### src/rtl/skf_pkg.sv
// ----------------------------------------------------------------------------
// Scalar Kalman filter package
// Formats, reset values, register indexes, state and command types.
// ----------------------------------------------------------------------------
package skf_pkg;

  // Sample and variance formats
  localparam int DATA_W        = 32;
  localparam int VAR_FRAC_BITS = 24;
  localparam int GAIN_W        = VAR_FRAC_BITS + 1;
  localparam int DEN_W         = DATA_W + 1;
  localparam int PROD_W        = DEN_W + GAIN_W;
  localparam int OUT_TDATA_W   = ((DATA_W + GAIN_W + 7) / 8) * 8;
  localparam int PAD_W         = OUT_TDATA_W - DATA_W - GAIN_W;

  localparam logic [GAIN_W-1:0] VAR_ONE  = GAIN_W'(1) << VAR_FRAC_BITS;
  localparam logic [PROD_W:0]   VAR_HALF = (PROD_W+1)'(1) << (VAR_FRAC_BITS - 1);

  // Divider sequencing: one quotient bit per cycle
  localparam int DIV_STEPS = GAIN_W;
  localparam int CNT_W     = $clog2(DIV_STEPS);

  // Register reset values: Q = 0.0005, R = 0.1 in variance format
  localparam logic [DATA_W-1:0] Q_RESET = 32'd8389;
  localparam logic [DATA_W-1:0] R_RESET = 32'd1677722;

  // Configuration register indexes
  localparam int CFG_IDX_W = 1;
  localparam logic [CFG_IDX_W-1:0] CFG_IDX_PROCESS_NOISE     = 1'b0;
  localparam logic [CFG_IDX_W-1:0] CFG_IDX_MEASUREMENT_NOISE = 1'b1;

  typedef enum logic [2:0] {
    ST_IDLE,
    ST_PRED,
    ST_DIV,
    ST_MUL_EST,
    ST_MUL_VAR,
    ST_FINISH
  } skf_state_t;

  // Commands from controller to datapath
  typedef struct packed {
    logic load;
    logic pred;
    logic div_step;
    logic div_first;
    logic mul_est;
    logic mul_var;
    logic finish;
  } skf_cmd_t;

endpackage

### src/rtl/skf_datapath.sv
// ----------------------------------------------------------------------------
// Scalar Kalman filter datapath
// Holds the state, noise registers, restoring gain divider, shared
// multiplier and the result register.
// ----------------------------------------------------------------------------
module skf_datapath (
  input  logic                             clk,
  input  logic                             rst_n,
  input  skf_pkg::skf_cmd_t                cmd,
  input  logic                             cfg_we,
  input  logic [skf_pkg::CFG_IDX_W-1:0]    cfg_index,
  input  logic [skf_pkg::DATA_W-1:0]       cfg_data,
  input  logic signed [skf_pkg::DATA_W-1:0] measurement,
  input  logic                             restart,
  output logic signed [skf_pkg::DATA_W-1:0] res_estimate,
  output logic [skf_pkg::GAIN_W-1:0]       res_gain
);

  localparam int DW = skf_pkg::DATA_W;
  localparam int GW = skf_pkg::GAIN_W;
  localparam int NW = skf_pkg::DEN_W;
  localparam int PW = skf_pkg::PROD_W;
  localparam int XW = PW + 1 - skf_pkg::VAR_FRAC_BITS;

  logic [DW-1:0]        q_noise_r;
  logic [DW-1:0]        r_noise_r;
  logic signed [DW-1:0] est_r;
  logic [DW-1:0]        var_r;
  logic signed [DW-1:0] z_r;
  logic [DW-1:0]        pm_r;
  logic [NW-1:0]        den_r;
  logic                 den_zero_r;
  logic [NW-1:0]        rem_r;
  logic [GW-1:0]        quo_r;
  logic                 d_neg_r;
  logic [NW-1:0]        mag_r;
  logic [PW-1:0]        prod_r;
  logic signed [DW-1:0] res_est_r;
  logic [GW-1:0]        res_gain_r;

  logic [NW-1:0]        pm_sum;
  logic [DW-1:0]        pm_sat;
  logic [NW-1:0]        den_nxt;
  logic signed [NW-1:0] diff;
  logic [NW:0]          shifted;
  logic                 ge;
  logic [NW:0]          rem_sub;
  logic [NW-1:0]        mul_a;
  logic [GW-1:0]        mul_b;
  logic [GW-1:0]        one_minus_k;
  logic [PW-1:0]        prod;
  logic [PW:0]          round_sum;
  logic [XW-1:0]        rounded;
  logic signed [XW:0]   est_ext;
  logic signed [XW:0]   xn;
  logic signed [DW-1:0] est_sat;
  logic [DW-1:0]        var_sat;

  // Predicted variance, denominator and innovation
  always_comb begin
    pm_sum  = {1'b0, var_r} + {1'b0, q_noise_r};
    pm_sat  = pm_sum[DW] ? '1 : pm_sum[DW-1:0];
    den_nxt = {1'b0, pm_sat} + {1'b0, r_noise_r};
    diff    = {z_r[DW-1], z_r} - {est_r[DW-1], est_r};
  end

  // Restoring divider step: first step compares without a shift
  always_comb begin
    shifted = cmd.div_first ? {1'b0, rem_r} : {rem_r, 1'b0};
    ge      = shifted >= {1'b0, den_r};
    rem_sub = shifted - {1'b0, den_r};
  end

  // Shared multiplier: innovation times gain, then (1 - gain) times variance
  always_comb begin
    one_minus_k = skf_pkg::VAR_ONE - quo_r;
    mul_a       = cmd.mul_var ? {1'b0, pm_r} : mag_r;
    mul_b       = cmd.mul_var ? one_minus_k : quo_r;
    prod        = mul_a * mul_b;
  end

  // Round the registered product and saturate both updates
  always_comb begin
    round_sum = {1'b0, prod_r} + skf_pkg::VAR_HALF;
    rounded   = round_sum[PW:skf_pkg::VAR_FRAC_BITS];
    est_ext   = (XW+1)'(est_r);
    xn        = d_neg_r ? (est_ext - $signed({1'b0, rounded}))
                        : (est_ext + $signed({1'b0, rounded}));
    if (xn > $signed({{(XW+1-DW){1'b0}}, 1'b0, {(DW-1){1'b1}}})) begin
      est_sat = {1'b0, {(DW-1){1'b1}}};
    end else if (xn < $signed({{(XW+1-DW){1'b1}}, 1'b1, {(DW-1){1'b0}}})) begin
      est_sat = {1'b1, {(DW-1){1'b0}}};
    end else begin
      est_sat = xn[DW-1:0];
    end
    var_sat = (|rounded[XW-1:DW]) ? '1 : rounded[DW-1:0];
  end

  // Noise registers
  always_ff @(posedge clk) begin
    if (!rst_n) begin
      q_noise_r <= skf_pkg::Q_RESET;
      r_noise_r <= skf_pkg::R_RESET;
    end else if (cfg_we) begin
      case (cfg_index)
        skf_pkg::CFG_IDX_PROCESS_NOISE:     q_noise_r <= cfg_data;
        skf_pkg::CFG_IDX_MEASUREMENT_NOISE: r_noise_r <= cfg_data;
        default: ;
      endcase
    end
  end

  // Filter state: clear on restart, update estimate then variance
  always_ff @(posedge clk) begin
    if (!rst_n) begin
      est_r <= '0;
      var_r <= '0;
    end else begin
      if (cmd.load && restart) begin
        est_r <= '0;
        var_r <= '0;
      end
      if (cmd.mul_var) begin
        est_r <= est_sat;
      end
      if (cmd.finish) begin
        var_r <= var_sat;
      end
    end
  end

  // Working registers
  always_ff @(posedge clk) begin
    if (cmd.load) begin
      z_r <= measurement;
    end
    if (cmd.pred) begin
      pm_r       <= pm_sat;
      den_r      <= den_nxt;
      den_zero_r <= (den_nxt == '0);
      rem_r      <= {1'b0, pm_sat};
      quo_r      <= '0;
      d_neg_r    <= diff[NW-1];
      mag_r      <= diff[NW-1] ? NW'(-diff) : NW'(diff);
    end
    if (cmd.div_step) begin
      rem_r <= ge ? rem_sub[NW-1:0] : shifted[NW-1:0];
      quo_r <= {quo_r[GW-2:0], ge & ~den_zero_r};
    end
    if (cmd.mul_est || cmd.mul_var) begin
      prod_r <= prod;
    end
    if (cmd.finish) begin
      res_est_r  <= est_r;
      res_gain_r <= quo_r;
    end
  end

  assign res_estimate = res_est_r;
  assign res_gain     = res_gain_r;

endmodule

### src/rtl/skf_ctrl.sv
// ----------------------------------------------------------------------------
// Scalar Kalman filter controller
// Sequences predict, divide, multiply and finish for one sample at a time
// and owns the result valid flag.
// ----------------------------------------------------------------------------
module skf_ctrl (
  input  logic              clk,
  input  logic              rst_n,
  input  logic              in_valid,
  output logic              in_ready,
  output logic              out_valid,
  input  logic              out_ready,
  output skf_pkg::skf_cmd_t cmd
);

  skf_pkg::skf_state_t            state_r, state_nxt;
  logic [skf_pkg::CNT_W-1:0]      cnt_r, cnt_nxt;
  logic                           out_valid_r, out_valid_nxt;

  // State, counter and valid registers
  always_ff @(posedge clk) begin
    if (!rst_n) begin
      state_r     <= skf_pkg::ST_IDLE;
      cnt_r       <= '0;
      out_valid_r <= 1'b0;
    end else begin
      state_r     <= state_nxt;
      cnt_r       <= cnt_nxt;
      out_valid_r <= out_valid_nxt;
    end
  end

  // Next state and commands
  always_comb begin
    state_nxt     = state_r;
    cnt_nxt       = cnt_r;
    cmd           = '0;
    in_ready      = 1'b0;
    out_valid_nxt = out_valid_r && !out_ready;
    case (state_r)
      skf_pkg::ST_IDLE: begin
        in_ready = 1'b1;
        if (in_valid) begin
          cmd.load  = 1'b1;
          state_nxt = skf_pkg::ST_PRED;
        end
      end
      skf_pkg::ST_PRED: begin
        cmd.pred  = 1'b1;
        cnt_nxt   = '0;
        state_nxt = skf_pkg::ST_DIV;
      end
      skf_pkg::ST_DIV: begin
        cmd.div_step  = 1'b1;
        cmd.div_first = (cnt_r == '0);
        if (cnt_r == skf_pkg::CNT_W'(skf_pkg::DIV_STEPS - 1)) begin
          state_nxt = skf_pkg::ST_MUL_EST;
        end else begin
          cnt_nxt = cnt_r + 1'b1;
        end
      end
      skf_pkg::ST_MUL_EST: begin
        cmd.mul_est = 1'b1;
        state_nxt   = skf_pkg::ST_MUL_VAR;
      end
      skf_pkg::ST_MUL_VAR: begin
        cmd.mul_var = 1'b1;
        state_nxt   = skf_pkg::ST_FINISH;
      end
      skf_pkg::ST_FINISH: begin
        // Hold until the result register is free
        if (!out_valid_r || out_ready) begin
          cmd.finish    = 1'b1;
          out_valid_nxt = 1'b1;
          state_nxt     = skf_pkg::ST_IDLE;
        end
      end
      default: begin
        state_nxt = skf_pkg::ST_IDLE;
      end
    endcase
  end

  assign out_valid = out_valid_r;

endmodule

### src/rtl/scalar_kalman_filter_core.sv
// ----------------------------------------------------------------------------
// Scalar Kalman filter core: one-dimensional smoother for angle samples
// One sample at a time: a new input word is accepted only after the previous
// result is written to the result register; the gain divider runs in 25 steps.
// Reset: synchronous; estimate and variance clear, Q and R load defaults.
// ----------------------------------------------------------------------------
module scalar_kalman_filter_core (
  input  logic                                clk,
  input  logic                                rst_n,
  // Input stream
  input  logic                                in_tvalid,
  output logic                                in_tready,
  input  logic [skf_pkg::DATA_W-1:0]          in_tdata,   // [31:0] measurement
  input  logic [0:0]                          in_tuser,   // [0] restart
  // Result stream
  output logic                                out_tvalid,
  input  logic                                out_tready,
  output logic [skf_pkg::OUT_TDATA_W-1:0]     out_tdata,  // [31:0] estimate, [56:32] gain,
                                                          // [63:57] zero
  // Configuration write channel
  input  logic                                cfg_valid,
  output logic                                cfg_ready,
  input  logic [skf_pkg::CFG_IDX_W-1:0]       cfg_index,
  input  logic [skf_pkg::DATA_W-1:0]          cfg_data
);

  skf_pkg::skf_cmd_t                  cmd;
  logic signed [skf_pkg::DATA_W-1:0]  res_estimate;
  logic [skf_pkg::GAIN_W-1:0]         res_gain;

  // Accept configuration words every cycle
  assign cfg_ready = 1'b1;

  skf_ctrl u_ctrl (
    .clk       (clk),
    .rst_n     (rst_n),
    .in_valid  (in_tvalid),
    .in_ready  (in_tready),
    .out_valid (out_tvalid),
    .out_ready (out_tready),
    .cmd       (cmd)
  );

  skf_datapath u_datapath (
    .clk          (clk),
    .rst_n        (rst_n),
    .cmd          (cmd),
    .cfg_we       (cfg_valid),
    .cfg_index    (cfg_index),
    .cfg_data     (cfg_data),
    .measurement  (in_tdata),
    .restart      (in_tuser[0]),
    .res_estimate (res_estimate),
    .res_gain     (res_gain)
  );

  // Pack the result word
  assign out_tdata = {{skf_pkg::PAD_W{1'b0}}, res_gain, res_estimate};

endmodule

### config.mk
export PLATFORM = sky130hd
export DESIGN_NAME = scalar_kalman_filter_core
export DESIGN_NICKNAME = d
export VERILOG_FILES = /design/src/rtl/skf_pkg.sv /design/src/rtl/skf_datapath.sv /design/src/rtl/skf_ctrl.sv /design/src/rtl/scalar_kalman_filter_core.sv
export SDC_FILE = /design/constraint.sdc
export NUM_CORES = 2
export LEC_CHECK = 0
export CAP_MARGIN = 20
export CORE_AREA = 5 5 312 314
export DETAILED_ROUTE_END_ITERATION = 12
export DIE_AREA = 0 0 317 319
export DONT_BUFFER_PORTS = 1
export PLACE_DENSITY = 0.73
export SETUP_SLACK_MARGIN = 0.05
export SLEW_MARGIN = 20
export SYNTH_ARGS = -nofsm -noshare
export SYNTH_HDL_FRONTEND = slang
export SYNTH_SLANG_ARGS = --single-unit
### constraint.sdc
create_clock -name clk -period 15.2 [get_ports clk]
set_input_delay 1.52 -clock clk [delete_from_list [all_inputs] [get_ports clk]]
set_output_delay 1.52 -clock clk [all_outputs]
set_load 0.005 [all_outputs]
# [Word level (Yosys, flattened, before mapping)]
# Index checks and enable logic that the tools add are counted.
[op_classes] addsub=10 multipliers=1 magnitude_cmp=3 n_eq_ne=10 n_mux=34 bitwise=3 reduce_logical=18
[ops] cell="$mux W32" n=8
[ops] cell="$mux W33" n=4
[ops] cell="$mux W25" n=3
[ops] cell="$add A32 B32 Y33" n=2
[ops] cell="$add A58 B24 Y59 const B" n=1
[ops] cell="$mul A33 B25 Y58" n=1
[ops] cell="$add A32 B36 Y36" n=1
[ops] cell="$gt A36 B32 Y1 const B" n=1
[ops] cell="$lt A36 B32 Y1 const B" n=1
[ops] cell="$mux W36" n=1
[ops] cell="$sub A32 B36 Y36" n=1
[ops] cell="$ge A34 B33 Y1" n=1
[ops] cell="$mux W34" n=1
[ops] cell="$logic_not A33 Y1" n=1
[ops] cell="$neg A33 Y33" n=1
[ops] cell="$sub A32 B32 Y33" n=1
[ops] cell="$sub A33 B33 Y33" n=1
[ops] cell="$sub A25 B25 Y25 const A" n=1
[ops] cell="$pmux W3 S6" n=1
[ops] cell="$mux W1" n=10
[ops] cell="$pmux W5 S2" n=1
[ops] cell="$mux W3" n=3
[ops] cell="$reduce_bool A2 Y1" n=4
[ops] cell="$eq A3 B2 Y1 const B" n=2
[ops] cell="18 further kinds" n=27
[word_totals] ff_bits=442 inputBits=71 out_inout_bits=67 word_cells=98

# [Depth between registers and ports, before layout]
[depth] word_depth=7 ltp_mapped=35 ltp_nobuf=33

# [Cells and area by module]
# A second synthesis with hierarchy kept.
[unflattened] hier_cells=5696 area_unflattened_um2=52108.7
[modules_own_cells] mod="skf_datapath" instances=1 cells_each=5619 area_per_inst_um2=51479.4 seq_area_each_um2=11030.6
[modules_own_cells] mod="skf_ctrl" instances=1 cells_each=67 area_per_inst_um2=561.8 seq_area_each_um2=180.2
[modules_own_cells] mod="scalar_kalman_filter_core" instances=1 cells_each=10 area_per_inst_um2=67.6 seq_area_each_um2=0.0

# [Worst setup path after synthesis]
# Ideal clock, no wire load.
[synth_timing] kind="reg-to-reg" from="register u_datapath.quo_r[0]" to="register u_datapath.prod_r[43], data pin" setup_ns=0.260 arrival_ns=8.861 t_required_ns=14.940 setup_slack_ns=6.079 path_stages_with_launch=34 n_path_buf=2 synth_period_minus_slack_ns=9.121 cell_sequence="edfxtp_1 inv_1 clkbuf_1 ha_1 nand2b_1 nor4_1 nand3b_1 nor2_1 a21oi_1 xnor2_1 clkbuf_1 nand2_1 fa_1 inv_1 fa_1 fa_1 fa_1 fa_1 fa_1 inv_1 fa_1 inv_1 ha_1 a21o_1 a21o_1 a211oi_1 and2_1 a21oi_1 o21a_1 o311ai_0 nand2b_1 a31o_2 a21o_1 xor2_1"
[synth_between] elab_chain_len=3
[synth_lines] element="start, declared" line="skf_datapath.sv:34" source="logic [GW-1:0] quo_r;"
[synth_lines] element="start signal, assigned" line="skf_datapath.sv:148" source="quo_r <= {quo_r[GW-2:0], ge & ~den_zero_r};"
[synth_lines] element="$sub A25 B25 Y25" line="skf_datapath.sv:76" source="one_minus_k = skf_pkg::VAR_ONE - quo_r;"
[synth_lines] element="$mux W25 (*)" line="skf_datapath.sv:78" source="mul_b = cmd.mul_var ? one_minus_k : quo_r;"
[synth_lines] element="$mul A33 B25 Y58 (*)" line="skf_datapath.sv:79" source="prod = mul_a * mul_b;"
[synth_lines] element="net u_datapath.prod[43]" line="skf_datapath.sv:51" source="logic [PW-1:0] prod;"
[synth_lines] element="end signal, assigned" line="skf_datapath.sv:151" source="prod_r <= prod;"
[synth_lines] element="end, declared" line="skf_datapath.sv:37" source="logic [PW-1:0] prod_r;"
# Mark *: on every way through the listed nets, which the timed path passes. The rest lies on a longest branch.
# A chain may end at the register's enable or synchronous reset.

# [Worst setup path after layout]
# Ends and elaborated chain as after synthesis.

==> metrics.md <==
| Metric | Value |
|---|---|
| Outcome | finished clean |
| Vias in the first global route | 41663 |
| Number of flops mapped to enable cells by yosys | 282 |
| First-pass GRT wire length | 246 mm |
| Post-CTS setup buffers | 0 |
| Max-cap check violation count | 0 |
| Largest area contributor in the netlist | fa_1 |
| Largest net degree at the start of global routing | 111 |
| Final slew viol count | 0 |
| Worst-Margin Slew | 1220 ps |
| Max Clock Skew | 13.7 ps |
| Dominant cells by area after synthesis | fa_1, edfxtp_1, ha_1, nand2_1, inv_1 |
| Detailed Routing Iterations Pass 1 | 6 |
| Syn Std Cell Area | 51500 um^2 |
| Final Hold Vio Count | 0 |
| Final period utilization | 70.1% |
| FP Rows | 113 |
| Total Routing Usage GR | 31.8% |
| Main flop type after synthesis | edfxtp_1 |
| Post-synthesis async set-or-reset flop share | 0% |
| Critical path startpoint category | register |
| GRT Residual Overflow | 0 |
| Reg2reg end | u_datapath.prod_r[43] |
| Die height | 319 um |
| Total negative setup slack | 0 ps |
| CP Data Arrival Time | 10990 ps |
| H-Tree Depth | 2 |
| Slew margin rel. | 18.5% |
| DR WL/cell | 22.9 um |
| Clock Path Buffers | 3 |
| Slowest stage cell, crit path | xor2_1 |
| Global placer's final weighted congestion | 1.03 |
| Final Util | 58.0% |
| FMAX | 93.8 MHz |
| Count of different cell masters after synthesis | 91 |
| Final setup fails | 0 |
| CTS tree | done |
| Sequential cell area fraction in the yosys report | 21.8% |
| Die area | 101000 um^2 |
| Port buffer count | 0 |
| I/O pin count | 138 |
| Synthesized area per cell | 8.86 um^2 |
| Hpwl dp | 125 mm |
| Max FO, Critical Path | 8 |
| Worst min path class | register to register |
| Share of layout cells above drive strength 1 | 4.30% |
| Initial Util | 54.6% |
| DRC violations left | 0 |
| Die Width | 317 um |
| Initial drt markers | 4148 |
| Register bit total from synthesis | 419 |
| Initial antenna violation count | 11 |
| Crit Path Class | register to register |
| Placeable Area | 94300 um^2 |
| Setup crit start | u_datapath.quo_r[0] |
| # resized after CTS | 0 |
| Area grow syn2layout | 6.38% |
| Via count | 41417 |
| Final hold slack | 468 ps |
| Worst Setup EP | u_datapath.prod_r[43] |
| Final ANT Viol Nets | 0 |
| NumNets Final | 6878 |
| RSZ-0062 raised after global routing | no |
| Yosys top cell area share | 27.8% |
| Clk pin slew, worst setup/hold paths | 60 ps |
| Reg2Reg Depth | 33 |
| Skew-Pair Late Insertion Delay | 590 ps |
| CTS Sinks | 419 |
| Yosys Warn Count | 0 |
| Cts hold-fix bufs | 0 |
| Final WL | 161 mm |
| RR Startpoint | u_datapath.quo_r[0] |
| Worst path required time | 15530 ps |
| Vias per cell | 5.88 |
| Worst setup EP type | register |
| CTS root buf | clkbuf_16 |
| Slowest cell delay on critical path | 780 ps |
| Worst reg-to-reg setup slack | 4540 ps |
| Minimum clock period | 10660 ps |
| Synth Instances | 5808 |
| Num CTS Buffers | 44 |
| Hold path depth | 2 |
cells by family after synthesis:
group,after synthesis,share of synthesized area (%)
other cells,2,0.0146
fa+ha+maj,1074,36.5
mux,36,0.703
compound gates,864,10.9
buf+inv,1093,8.06
simple gates,2014,16.8
xor+xnor,306,5.25
flops,419,21.8
worst min path at each step:
stage,to,slack (ps),from
after floorplan,u_datapath.res_gain[13],420,u_datapath.quo_r[13]
after global placement,u_datapath.q_noise_r[24],460,u_datapath.q_noise_r[24]
after detailed placement,u_datapath.q_noise_r[23],460,u_datapath.q_noise_r[23]
after CTS,u_datapath.q_noise_r[23],470,u_datapath.q_noise_r[23]
after global routing,u_datapath.r_noise_r[18],490,u_datapath.r_noise_r[18]
final,u_datapath.q_noise_r[24],470,u_datapath.q_noise_r[24]
worst max-delay path, delay by kind of cell, from the launching register on:
family	cells	cell delay, ps
AOI/OAI and AO/OA	9	2770
xor gates and xnor gates	2	910
DFF	1	610
adders and majority gates	9	3990
and+or+nand+nor	6	1640
buffers and inverters	7	470
synth_stat cells (32+ instances only):
library cell  count
a21boi_0         62
xor2_1          130
xnor2_1         174
nor2_1          538
a21oi_1         280
o21a_1           32
dfxtp_1         137
inv_1           855
nand3_1          67
mux2i_1          35
a31oi_1          55
nand2b_1         38
edfxtp_1        282
nand4_1          43
a21o_1          100
nor2b_1          58
and2_1           75
and3_1           38
nand2_1        1029
nor3_1           45
o21ai_0         116
clkbuf_1        209
fa_1            714
ha_1            360
through the flow:
stage | cells | instance area, um^2 | setup slack (ps)
finish | 7039 | 54700 | 4540
global route | 7034 | 54700 | 4140
CTS | 7030 | 54700 | 4720
detailed placement | 6949 | 53100 | 4800
global placement | 6948 | 53100 | 4900
floorplan | 5814 | 51500 | 6080
cells in the final DEF, fill, tap and decap left out, drive strengths merged, types with 11 or more instances in the layout:
master  count
a211oi     24
a21boi     63
a21o      101
a21oi     280
a31oi      55
and2       75
and3       38
and4       14
buf       110
clkbuf     52
clkinv     19
dfxtp     137
edfxtp    282
fa        714
ha        360
inv       857
mux2i      35
nand2    1029
nand2b     38
nand3      67
nand4      43
nor2      538
nor2b      58
nor3       45
nor4       15
o211ai     18
o21a       32
o21ai     136
o21bai     30
o31ai      14
or2        11
or3        11
or4        11
xnor2     174
xor2      131
area by class of cell:
cell class,instances,area (um^2)
multi-input combinational,4302,36300
clock buffer,52,1190
sequential,419,11200
fill,8396,39600
antenna,6,15.0
timing repair buffer,110,861
tap,1265,1580
inverter,856,3220
clock inverter,29,313
flip-flops by register name, summed over array words and instances (netlist names), 32 cells and up:
signal and cells:
u_datapath.prod_r 35, u_datapath.den_r 33, u_datapath.pm_r 32, u_datapath.var_r 32, u_datapath.r_noise_r 32, u_datapath.z_r 32
u_datapath.est_r 32, u_datapath.res_estimate 32, u_datapath.q_noise_r 32, u_datapath.rem_r 33, u_datapath.mag_r 33
per-layer routing:
layer,routed length [um],GRT usage (%),vias to the layer above
li1,-,-,18522
met1,60700,41.0,20201
met2,71600,49.4,2149
met3,17200,7.79,535
met4,11400,17.7,10
met5,61,0,-
Power is not shown: default switching activity piles up to over one toggle a cycle in this logic, so the estimate is an artifact.
